`src/rtl/srcast_pkg.sv`:
```
// ----------------------------------------------------------------------------
// srcast_pkg: shared types and codes for the segment-set raycaster
// Sequencer states, axis codes and divider status.
// ----------------------------------------------------------------------------
package srcast_pkg;

	typedef enum logic [2:0] {
		ST_IDLE,
		ST_MUL,
		ST_CHECK,
		ST_DIV,
		ST_FOLD
	} state_t;

	typedef logic [1:0] axis_t;

	localparam axis_t AXIS_RAY   = 2'd0;
	localparam axis_t AXIS_RAY_N = 2'd1;
	localparam axis_t AXIS_SEG   = 2'd2;
	localparam axis_t AXIS_SEG_N = 2'd3;

	typedef struct packed {
		logic busy;
		logic done;
	} div_stat_t;

endpackage

```
`src/rtl/srcast_in_if.sv`:
```
// ----------------------------------------------------------------------------
// srcast_in_if: input item channel
// Ray, one segment and the last flag, valid/ready handshake.
// ----------------------------------------------------------------------------
interface srcast_in_if #(
	parameter int COORD_BITS = 16
);
	logic                         valid;
	logic                         ready;
	logic signed [COORD_BITS-1:0] ray_from_x;
	logic signed [COORD_BITS-1:0] ray_from_y;
	logic signed [COORD_BITS-1:0] ray_to_x;
	logic signed [COORD_BITS-1:0] ray_to_y;
	logic signed [COORD_BITS-1:0] seg_a_x;
	logic signed [COORD_BITS-1:0] seg_a_y;
	logic signed [COORD_BITS-1:0] seg_b_x;
	logic signed [COORD_BITS-1:0] seg_b_y;
	logic                         last_segment;

	modport source (
		output valid, ray_from_x, ray_from_y, ray_to_x, ray_to_y,
		output seg_a_x, seg_a_y, seg_b_x, seg_b_y, last_segment,
		input  ready
	);
	modport sink (
		input  valid, ray_from_x, ray_from_y, ray_to_x, ray_to_y,
		input  seg_a_x, seg_a_y, seg_b_x, seg_b_y, last_segment,
		output ready
	);
endinterface

```
`src/rtl/srcast_out_if.sv`:
```
// ----------------------------------------------------------------------------
// srcast_out_if: result item channel
// Hit ratio in Q1.FRAC_BITS, valid/ready handshake.
// ----------------------------------------------------------------------------
interface srcast_out_if #(
	parameter int FRAC_BITS = 16
);
	logic               valid;
	logic               ready;
	logic [FRAC_BITS:0] hit_ratio;

	modport source (output valid, hit_ratio, input ready);
	modport sink (input valid, hit_ratio, output ready);
endinterface

```
`src/rtl/srcast_mul.sv`:
```
// ----------------------------------------------------------------------------
// srcast_mul: shared signed multiplier
// One axis component times one coordinate per cycle, product registered.
// ----------------------------------------------------------------------------
module srcast_mul #(
	parameter int AW = 17,
	parameter int BW = 16
) (
	input  logic                    clk,
	input  logic signed [AW-1:0]    a,
	input  logic signed [BW-1:0]    b,
	output logic signed [AW+BW-1:0] p_s1
);
	always_ff @(posedge clk) begin
		p_s1 <= a * b;
	end
endmodule

```
`src/rtl/srcast_div.sv`:
```
// ----------------------------------------------------------------------------
// srcast_div: restoring divider for entry fractions
// One quotient bit per cycle; needs num < den.
// ----------------------------------------------------------------------------
module srcast_div #(
	parameter int NW = 35,
	parameter int QW = 16
) (
	input  logic                        clk,
	input  logic                        arst_n,
	input  logic                        start,
	input  logic [NW-1:0]               num,
	input  logic [NW-1:0]               den,
	output srcast_pkg::div_stat_t       stat,
	output logic [QW-1:0]               q
);
	localparam int CW = $clog2(QW + 1);

	logic [NW:0]   r_q;
	logic [NW-1:0] d_q;
	logic [QW-1:0] q_q;
	logic [CW-1:0] cnt_q;
	logic          busy_q;
	logic          done_q;
	logic [NW:0]   r_sh;
	logic          ge;

	assign r_sh = {r_q[NW-1:0], 1'b0};
	assign ge   = r_sh >= {1'b0, d_q};

	always_ff @(posedge clk or negedge arst_n) begin
		if (!arst_n) begin
			busy_q <= 1'b0;
			done_q <= 1'b0;
			cnt_q  <= '0;
		end else begin
			done_q <= 1'b0;
			if (start) begin
				busy_q <= 1'b1;
				cnt_q  <= '0;
			end else if (busy_q) begin
				cnt_q <= cnt_q + 1'b1;
				if (cnt_q == CW'(QW - 1)) begin
					busy_q <= 1'b0;
					done_q <= 1'b1;
				end
			end
		end
	end

	always_ff @(posedge clk) begin
		if (start) begin
			r_q <= {1'b0, num};
			d_q <= den;
			q_q <= '0;
		end else if (busy_q) begin
			r_q <= ge ? (r_sh - {1'b0, d_q}) : r_sh;
			q_q <= {q_q[QW-2:0], ge};
		end
	end

	assign stat.busy = busy_q;
	assign stat.done = done_q;
	assign q         = q_q;
endmodule

```
`src/rtl/segment_set_raycast_top.sv`:
```
// ----------------------------------------------------------------------------
// segment_set_raycast_top: first entry of a ray into a set of wall segments
// Separating-axis test per segment, running minimum per query.
// ----------------------------------------------------------------------------
// Usage:
//  in_ch carries one item per segment: the query ray (same for the whole
//  query), one segment and last_segment. out_ch gives one item, hit_ratio
//  in Q1.FRAC_BITS (1 << FRAC_BITS = no hit), for each item marked last.
//  One item at a time: in_ch.ready is high only while the sequencer idles.
//  Per axis (four of them, fewer once one separates) eight products go
//  through the single shared multiplier, a check step follows, and when
//  the fraction needs it the restoring divider runs and then hands back
//  the quotient. The divider sets an item's worst case.
//  Reset clears the sequencer and sets the running minimum to one.
//  The result sits in an output register; while it is stalled, every
//  following item waits in the fold step until the register frees.
// ----------------------------------------------------------------------------
module segment_set_raycast_top #(
	parameter int COORD_BITS = 16,
	parameter int FRAC_BITS  = 16
) (
	input  logic        clk,
	input  logic        arst_n,
	srcast_in_if.sink   in_ch,
	srcast_out_if.source out_ch
);
	localparam int AW = COORD_BITS + 1;        // axis component
	localparam int PW = AW + COORD_BITS;       // one product
	localparam int DW = 2 * COORD_BITS + 4;    // dot, negated, differences
	localparam int FW = FRAC_BITS + 1;         // fraction
	localparam logic [FW-1:0] ONE = {1'b1, {FRAC_BITS{1'b0}}};

	srcast_pkg::state_t state_q, state_d;

	// captured item
	logic signed [COORD_BITS-1:0] p_q [8];
	logic                         last_q;

	logic [3:0]              m_q;       // product issue counter
	srcast_pkg::axis_t       k_q;       // current axis
	logic                    mul_v_s1;
	logic [2:0]              mul_tag_s1;
	logic signed [DW-1:0]    s_q [4];   // dots: from, to, a, b
	logic [FW-1:0]           best_q;
	logic                    sep_q;
	logic [FW-1:0]           min_q;
	logic                    out_v_q;
	logic [FW-1:0]           out_d_q;

	// axes from the captured points
	logic signed [AW-1:0] rdx, rdy, sdx, sdy, ax, ay, opa;
	logic signed [PW-1:0] prod_s1;
	logic signed [DW-1:0] prod_x;

	assign rdx = AW'(p_q[2]) - AW'(p_q[0]);
	assign rdy = AW'(p_q[3]) - AW'(p_q[1]);
	assign sdx = AW'(p_q[6]) - AW'(p_q[4]);
	assign sdy = AW'(p_q[7]) - AW'(p_q[5]);

	always_comb begin
		case (k_q)
			srcast_pkg::AXIS_RAY: begin
				ax = rdx;
				ay = rdy;
			end
			srcast_pkg::AXIS_RAY_N: begin
				ax = -rdy;
				ay = rdx;
			end
			srcast_pkg::AXIS_SEG: begin
				ax = sdx;
				ay = sdy;
			end
			default: begin
				ax = -sdy;
				ay = sdx;
			end
		endcase
	end

	// even tag: x term, odd tag: y term of the dot with point tag/2
	assign opa = m_q[0] ? ay : ax;

	srcast_mul #(.AW(AW), .BW(COORD_BITS)) u_mul (
		.clk  (clk),
		.a    (opa),
		.b    (p_q[m_q[2:0]]),
		.p_s1 (prod_s1)
	);

	assign prod_x = DW'(prod_s1);

	// per-axis check: orient so the ray runs low to high
	logic                 flip;
	logic signed [DW-1:0] sf, st, sa, sb, lo, hi, num, den;
	logic                 sep;

	always_comb begin
		flip = s_q[0] > s_q[1];
		sf   = flip ? -s_q[0] : s_q[0];
		st   = flip ? -s_q[1] : s_q[1];
		sa   = flip ? -s_q[2] : s_q[2];
		sb   = flip ? -s_q[3] : s_q[3];
		lo   = (sa < sb) ? sa : sb;
		hi   = (sa < sb) ? sb : sa;
		sep  = (sf > hi) || (st < lo);
		num  = lo - sf;
		den  = st - sf;
	end

	logic                  div_start;
	srcast_pkg::div_stat_t div_stat;
	logic [FRAC_BITS-1:0]  div_q;

	srcast_div #(.NW(DW - 1), .QW(FRAC_BITS)) u_div (
		.clk    (clk),
		.arst_n (arst_n),
		.start  (div_start),
		.num    (num[DW-2:0]),
		.den    (den[DW-2:0]),
		.stat   (div_stat),
		.q      (div_q)
	);

	// sequencer
	logic          adv;       // axis fraction ready this cycle
	logic [FW-1:0] frac;
	logic          fold_go;
	logic [FW-1:0] ratio, new_min;

	assign ratio   = sep_q ? ONE : best_q;
	assign new_min = (ratio < min_q) ? ratio : min_q;

	always_comb begin
		state_d   = state_q;
		adv       = 1'b0;
		frac      = '0;
		div_start = 1'b0;
		fold_go   = 1'b0;
		in_ch.ready = 1'b0;
		case (state_q)
			srcast_pkg::ST_IDLE: begin
				in_ch.ready = 1'b1;
				if (in_ch.valid)
					state_d = srcast_pkg::ST_MUL;
			end
			srcast_pkg::ST_MUL: begin
				if (m_q == 4'd8)
					state_d = srcast_pkg::ST_CHECK;
			end
			srcast_pkg::ST_CHECK: begin
				// negative or zero numerator, or zero divisor: fraction zero
				if (sep) begin
					state_d = srcast_pkg::ST_FOLD;
				end else if (den == '0 || num[DW-1] || num == '0) begin
					adv = 1'b1;
				end else if (num >= den) begin
					adv  = 1'b1;
					frac = ONE;
				end else begin
					div_start = 1'b1;
					state_d   = srcast_pkg::ST_DIV;
				end
			end
			srcast_pkg::ST_DIV: begin
				if (div_stat.done) begin
					adv  = 1'b1;
					frac = FW'(div_q);
				end
			end
			srcast_pkg::ST_FOLD: begin
				if (!out_v_q || out_ch.ready) begin
					fold_go = 1'b1;
					state_d = srcast_pkg::ST_IDLE;
				end
			end
			default: state_d = srcast_pkg::ST_IDLE;
		endcase
		if (adv)
			state_d = (k_q == srcast_pkg::AXIS_SEG_N) ? srcast_pkg::ST_FOLD
				: srcast_pkg::ST_MUL;
	end

	always_ff @(posedge clk or negedge arst_n) begin
		if (!arst_n)
			state_q <= srcast_pkg::ST_IDLE;
		else
			state_q <= state_d;
	end

	always_ff @(posedge clk or negedge arst_n) begin
		if (!arst_n) begin
			m_q      <= '0;
			k_q      <= srcast_pkg::AXIS_RAY;
			mul_v_s1 <= 1'b0;
			min_q    <= ONE;
			out_v_q  <= 1'b0;
			sep_q    <= 1'b0;
		end else begin
			mul_v_s1 <= (state_q == srcast_pkg::ST_MUL) && (m_q != 4'd8);
			if (state_q == srcast_pkg::ST_MUL && m_q != 4'd8)
				m_q <= m_q + 1'b1;
			if (in_ch.valid && in_ch.ready) begin
				m_q   <= '0;
				k_q   <= srcast_pkg::AXIS_RAY;
				sep_q <= 1'b0;
			end
			if (state_q == srcast_pkg::ST_CHECK && sep)
				sep_q <= 1'b1;
			if (adv) begin
				m_q <= '0;
				k_q <= k_q + 1'b1;
			end
			if (out_ch.ready)
				out_v_q <= 1'b0;
			if (fold_go) begin
				if (last_q) begin
					out_v_q <= 1'b1;
					min_q   <= ONE;
				end else begin
					min_q <= new_min;
				end
			end
		end
	end

	always_ff @(posedge clk) begin
		mul_tag_s1 <= m_q[2:0];
		if (in_ch.valid && in_ch.ready) begin
			p_q[0] <= in_ch.ray_from_x;
			p_q[1] <= in_ch.ray_from_y;
			p_q[2] <= in_ch.ray_to_x;
			p_q[3] <= in_ch.ray_to_y;
			p_q[4] <= in_ch.seg_a_x;
			p_q[5] <= in_ch.seg_a_y;
			p_q[6] <= in_ch.seg_b_x;
			p_q[7] <= in_ch.seg_b_y;
			last_q <= in_ch.last_segment;
			best_q <= '0;
		end
		if (mul_v_s1) begin
			if (mul_tag_s1[0])
				s_q[mul_tag_s1[2:1]] <= s_q[mul_tag_s1[2:1]] + prod_x;
			else
				s_q[mul_tag_s1[2:1]] <= prod_x;
		end
		if (adv && frac > best_q)
			best_q <= frac;
		if (fold_go && last_q)
			out_d_q <= new_min;
	end

	assign out_ch.valid     = out_v_q;
	assign out_ch.hit_ratio = out_d_q;

	// an accepted item always starts the product sweep
	a_accept_mul: assert property (@(posedge clk) disable iff (!arst_n)
		(in_ch.valid && in_ch.ready) |=> (state_q == srcast_pkg::ST_MUL))
		else $error("accepted item did not start multiply sweep");

	// the divider only finishes while the sequencer waits on it
	a_div_done: assert property (@(posedge clk) disable iff (!arst_n)
		div_stat.done |-> (state_q == srcast_pkg::ST_DIV))
		else $error("divider done outside divide state");

	// a new result comes only from the fold of a last item
	a_out_src: assert property (@(posedge clk) disable iff (!arst_n)
		$rose(out_v_q) |-> ($past(state_q) == srcast_pkg::ST_FOLD && $past(last_q)))
		else $error("result raised outside fold of last item");

	// running minimum never exceeds one
	a_min_range: assert property (@(posedge clk) disable iff (!arst_n)
		min_q <= ONE)
		else $error("running minimum above one");
endmodule
```
`src/flat_wrapper.sv`:
```
// flat-port wrapper written by rule: the top's interface ports become plain ports
module segment_set_raycast_top_flat 
#(
	parameter int COORD_BITS = 16,
	parameter int FRAC_BITS  = 16
)
  (clk, arst_n, in_ch_valid, in_ch_ray_from_x, in_ch_ray_from_y, in_ch_ray_to_x, in_ch_ray_to_y, in_ch_seg_a_x, in_ch_seg_a_y, in_ch_seg_b_x, in_ch_seg_b_y, in_ch_last_segment, in_ch_ready, out_ch_valid, out_ch_hit_ratio, out_ch_ready);
  srcast_in_if #(.COORD_BITS(COORD_BITS)) in_ch_i ();
  srcast_out_if #(.FRAC_BITS(FRAC_BITS)) out_ch_i ();
  input  logic clk;
  input  logic arst_n;
  input wire logic [$bits(in_ch_i.valid)-1:0] in_ch_valid;
  input wire logic [$bits(in_ch_i.ray_from_x)-1:0] in_ch_ray_from_x;
  input wire logic [$bits(in_ch_i.ray_from_y)-1:0] in_ch_ray_from_y;
  input wire logic [$bits(in_ch_i.ray_to_x)-1:0] in_ch_ray_to_x;
  input wire logic [$bits(in_ch_i.ray_to_y)-1:0] in_ch_ray_to_y;
  input wire logic [$bits(in_ch_i.seg_a_x)-1:0] in_ch_seg_a_x;
  input wire logic [$bits(in_ch_i.seg_a_y)-1:0] in_ch_seg_a_y;
  input wire logic [$bits(in_ch_i.seg_b_x)-1:0] in_ch_seg_b_x;
  input wire logic [$bits(in_ch_i.seg_b_y)-1:0] in_ch_seg_b_y;
  input wire logic [$bits(in_ch_i.last_segment)-1:0] in_ch_last_segment;
  output wire logic [$bits(in_ch_i.ready)-1:0] in_ch_ready;
  output wire logic [$bits(out_ch_i.valid)-1:0] out_ch_valid;
  output wire logic [$bits(out_ch_i.hit_ratio)-1:0] out_ch_hit_ratio;
  input wire logic [$bits(out_ch_i.ready)-1:0] out_ch_ready;
  assign in_ch_i.valid = in_ch_valid;
  assign in_ch_i.ray_from_x = in_ch_ray_from_x;
  assign in_ch_i.ray_from_y = in_ch_ray_from_y;
  assign in_ch_i.ray_to_x = in_ch_ray_to_x;
  assign in_ch_i.ray_to_y = in_ch_ray_to_y;
  assign in_ch_i.seg_a_x = in_ch_seg_a_x;
  assign in_ch_i.seg_a_y = in_ch_seg_a_y;
  assign in_ch_i.seg_b_x = in_ch_seg_b_x;
  assign in_ch_i.seg_b_y = in_ch_seg_b_y;
  assign in_ch_i.last_segment = in_ch_last_segment;
  assign in_ch_ready = in_ch_i.ready;
  assign out_ch_valid = out_ch_i.valid;
  assign out_ch_hit_ratio = out_ch_i.hit_ratio;
  assign out_ch_i.ready = out_ch_ready;
  segment_set_raycast_top #(.COORD_BITS(COORD_BITS), .FRAC_BITS(FRAC_BITS)) u_core (.clk(clk), .arst_n(arst_n), .in_ch(in_ch_i), .out_ch(out_ch_i));
endmodule
```
`config.mk`:
```
export PLATFORM = sky130hd
export DESIGN_NAME = segment_set_raycast_top_flat
export DESIGN_NICKNAME = d
export VERILOG_FILES = /design/src/rtl/srcast_pkg.sv /design/src/rtl/srcast_in_if.sv /design/src/rtl/srcast_out_if.sv /design/src/rtl/srcast_mul.sv /design/src/rtl/srcast_div.sv /design/src/rtl/segment_set_raycast_top.sv /design/src/flat_wrapper.sv
export SDC_FILE = /design/constraint.sdc
export NUM_CORES = 2
export LEC_CHECK = 0
export BUFFER_PORTS_ARGS = -buffer_cell sky130_fd_sc_hd__clkbuf_2
export CAP_MARGIN = 20
export CORE_MARGIN = 10
export CORE_UTILIZATION = 50
export CTS_CLUSTER_DIAMETER = 30
export CTS_CLUSTER_SIZE = 28
export DETAILED_ROUTE_END_ITERATION = 8
export PLACE_DENSITY_LB_ADDON = 0.05
export SLEW_MARGIN = 20
export SYNTH_ARGS = -nofsm -noshare
export SYNTH_HDL_FRONTEND = slang
export SYNTH_HIERARCHICAL = 1
export SYNTH_SLANG_ARGS = --single-unit
```
`constraint.sdc`:
```
create_clock -name clk -period 34.9 [get_ports clk]
set_clock_uncertainty 0.2 [all_clocks]
set_input_delay 5.235 -clock clk [delete_from_list [all_inputs] [get_ports clk]]
set_output_delay 5.235 -clock clk [all_outputs]
set_load 0.05 [all_outputs]
```
---- After elaboration in Yosys (flattened, before gate mapping) ----
Memory sizes are Yosys's and may differ from the RTL's. A register that Yosys moved wholly into a read port is not among the register bits.
Index checks and enable logic that the tools add are counted.
cells by class
  add/sub/neg operators ................... 17
  $mul .................................... 1
  $lt $le $gt $ge ......................... 8
  equality and inequality tests ........... 16
  muxes and demuxes ....................... 70
  bitwise operators ....................... 1
  reductions and logical operators ........ 20
operators by type and width
  kind                                              count
  36-bit 2-to-1 mux                                 7
  17-bit 2-to-1 mux                                 9
  36-bit negator                                    4
  35-bit 2-to-1 mux                                 3
  17-bit case mux with 3 select lines               2
  36-bit greater-than comparator                    2
  36-bit zero test                                  2
  36-bit < comparator                               2
  36-bit subtractor                                 2
  16-bit by 16-bit subtractor with 17-bit output    4
  36-bit by 33-bit adder with 36-bit output         1
  36-bit by 35-bit >= comparator with 1-bit output  1
  36-bit >= comparator                              1
  35-bit subtractor                                 1
  17-bit negator                                    2
  17-bit case mux with 2 select lines               1
  17-bit by 16-bit multiplier with 33-bit output    1
  1-bit 2-to-1 mux                                  30
  3-bit 2-to-1 mux                                  8
  17-bit greater-than comparator                    1
  17-bit < comparator                               1
  16-bit 2-to-1 mux                                 1
  3-bit case mux with 5 select lines                1
  4-bit 2-to-1 mux                                  3
  other kinds (27)                                  43
storage, ports and cells
  bits in registers ....................... 193
  RAM bits ................................ 272
  input bits .............................. 133
  output and inout bits ................... 19
  memories kept ........................... 2
memory list
  memory      depth  width  rd ports  clocked after memory_dff  wr ports  RTL line                       text
  u_core.s_q  4      36     5         1                         1         segment_set_raycast_top.sv:43  logic signed [DW-1:0] s_q [4];
  u_core.p_q  8      16     9         0                         8         segment_set_raycast_top.sv:36  logic signed [COORD_BITS-1:0] p_q [8];

---- Longest topological paths before layout ----
An unclocked memory read counts as a cell.
  word-level depth ........................ 14
  mapped depth ............................ 65
  mapped depth without buffers ............ 61

---- Cells and area by module ----
Netlist, hierarchy kept.
by module, submodules not included
  module                   times used  cells an instance  area an instance (um2)  sequential area each (um2)
  segment_set_raycast_top  1           3598               32741.4                 10005.8
  srcast_mul               1           1172               10950.5                 660.6
  srcast_div               1           604                5789.3                  2597.5

---- Worst setup path after synthesis ----
Ideal clock, no wire load.
  kind .................................... register to register
  from .................................... mem u_core/s_q[1][18] in the netlist's numbering
  to ...................................... reg u_core.u_div.r_q[0], enable pin
  library setup time ...................... 393 ps
  arrival ................................. 13844 ps
  required time ........................... 34307 ps
  setup slack ............................. 20463 ps
  stages on the path, launching flop included .. 60
  buffers on the path ..................... 8
  path through ............................ edfxtp_1 -> inv_1 -> ha_1 -> nand4_1 -> or3_1 -> a2111o_1 -> a31oi_2 -> nor3_4 -> nor2_4 -> clkbuf_1 -> clkbuf_1 -> buf_1 -> a21oi_1 -> xnor2_1 -> inv_1 -> ha_1 -> a21o_1 -> a221o_1 -> (+24 left out) -> ha_1 -> nor2b_1 -> o21ai_0 -> nand2b_1 -> a21oi_1 -> nor2b_1 -> o21ai_0 -> and3b_1 -> nand2_1 -> a21oi_1 -> a211oi_1 -> or4_4 -> nor2_1 -> and2_1 -> clkinv_1 -> clkbuf_1 -> buf_1 -> nand2_1
RTL lines
  item                  RTL line                       text
  from (decl)           segment_set_raycast_top.sv:43
  to (signal assigned)  srcast_div.sv:53               r_q <= {1'b0, num};
  to (signal assigned)  srcast_div.sv:57               r_q <= ge ? (r_sh - {1'b0, d_q}) : r_sh;
  to (decl)             srcast_div.sv:19               logic [NW:0] r_q;

==> reports/summary.txt <==
CP endpoint kind -> register
Final cycle utilization of the critical path -> 0.489
Htree depth -> 3
Routability cong. -> 0.923
FF-to-FF End -> u_core/best_q[15]
First-pass GRT wire length -> 227000 microns
Placement Setup Slack -> 18.12 ns
Hold Path Origin -> u_core/min_q[16]
Worst slew margin -> 0.214
Global Route Usage Sum -> 0.254
Final setup vio count -> 0
Non-filler cells, final -> 6880
Area Overhead vs Synth -> 12.2%
Die area -> 112000 sq um
Synth Net Count -> 6287
Post-synthesis area per instance -> 9.21 sq um
Clock-pin slew on the worst setup and hold paths -> 0.04 ns
Avg Vias per Cell -> 5.76
Num ports -> 152
WP data arrival -> 17.20 ns
Pin count of the biggest net entering global routing -> 78
Maximum buffer depth of the clock tree -> 3
Remaining DRCs -> 0
Iter 0 DRT Violations -> 2658
Drt first pass iters -> 8
HP Class -> reg2reg
Detailed Place HPWL -> 114000 microns
Post-Synthesis Cells -> 5373
Crit-path slowest cell -> nor2_4
CTS sink cnt -> 465
Yosys warns -> 6
Antenna violations before repair -> 1
Slack of the critical path -> 17.83 ns
Total grt overflow -> 0
RSZ-0062 raised after global routing -> false
TritonCTS clock tree -> built
Vias -> 39600
Max-Cap Viols -> 0
Slew @ Worst Pin -> 1.17 ns
Most frequent cells in the layout -> inv_1, ha_1, nand2_1
CP Class -> reg2reg
Row count -> 115
CTS Root Cell -> clkbuf_16
Status -> finished, final reports clean
Hold Path Stages -> 2
Final Hold Fails -> 0
Starting Density -> 0.503
Hold EP -> u_core/min_q[16]
Setup Fix Bufs, Post-CTS -> 0
Post-CTS sizing -> 0
Core Region -> 98300 sq um
Crit-path max cell delay -> 0.80 ns
Worst hold margin -> 0.295 ns
Max Fclk -> 58.6 MHz
Post-Syn Area -> 49500 sq um
IO Port Bufs -> 151
Placed cells -> 6674
R2r startpoint -> u_core/s_q[1][35]
CTS Buf Count -> 109
# hold bufs at CTS -> 0
Vias in the first global route -> 40600
Crit Path Max Fanout -> 61
Die width -> 335 microns
Worst endpoint required time -> 35.03 ns
Most common cell after layout, fill and taps aside -> inv_1
Clk_lat worst skew -> 0.71 ns
Layout cell share with drive strength beyond 1 -> 0.105
Wire per inst -> 20.6 microns
Nets -> 6412
Reg2reg setup slack -> 17.83 ns
Setup TNS -> 0 ns
WL final -> 141000 microns
Slew Limit Fails -> 0
Startpoint types -> register
Height of the die -> 335 microns
R2R depth -> 52
Crit path time final -> 17.07 ns
ANT nets after route -> 0
-- registers in the layout (all words and copies together), names as in the netlist --
register                 cells
u_core/best_q               17
u_core/u_mul/p_s1           33
u_core/state_q               3
u_core/s_q                 144
u_core/sep_q                 1
u_core/u_div/busy_q          1
u_core/u_div/q              16
u_core/p_q                 128
u_core/u_div/d_q            35
u_core/u_div/r_q            35
u_core/min_q                17
u_core/out_ch.hit_ratio     17
u_core/mul_v_s1              1
u_core/k_q                   2
u_core/m_q                   4
u_core/out_ch.valid          1
u_core/mul_tag_s1            3
u_core/u_div/done_q          1
u_core/u_div/cnt_q           5
u_core/last_q                1
-- critical path: cells and delay by family (launching register included) --
kind | cells | cell delay, ns
fa+ha+maj | 5 | 2.32
buf+inv | 6 | 1.78
simple gates | 25 | 6.26
compound gates | 15 | 5.43
xor+xnor | 1 | 0.23
flops | 1 | 0.39
-- stage by stage --
stage / instance area [sq um] / util
after CTS: 55500 / 0.565
after floorplan: 49500 / -
after global placement: 51500 / 0.524
after global routing: 55500 / 0.565
final: 55500 / 0.565
after detailed placement: 51500 / 0.524
-- how the worst max path moves through the flow --
stage                               end              start  slack [ns]
floorplan           u_core/u_div/r_q[0]  u_core/s_q[1][18]       20.46
global placement      u_core/best_q[10]  u_core/s_q[0][35]       18.33
detailed placement    u_core/best_q[11]  u_core/s_q[1][35]       18.12
CTS                   u_core/best_q[15]  u_core/s_q[1][35]       18.06
global route          u_core/best_q[16]  u_core/s_q[1][35]       16.38
finish                u_core/best_q[15]  u_core/s_q[1][35]       17.83
-- cell type report --
| type | count | area [sq um] |
|---|---|---|
| Sequential cell | 465 | 13300 |
| Inverter | 773 | 2900 |
| Multi-Input combinational cell | 3957 | 32700 |
| Timing Repair Buffer | 192 | 1060 |
| Antenna cell | 2 | 5.00 |
| Fill cell | 8842 | 42800 |
| Clock inverter | 73 | 971 |
| Clock buffer | 131 | 2990 |
| Tap cell | 1287 | 1610 |
-- layer usage --
metal,share of wire,up-vias,GRT usage
li1,-,19100,-
met1,0.44,19300,0.329
met2,0.48,1018,0.428
met3,0.048,239,0.0359
met4,0.035,0,0.0916
met5,0,-,0
Power is left out: the tool's default activity adds up to more than one toggle a clock period on the data nets, which glitch-free logic cannot reach.
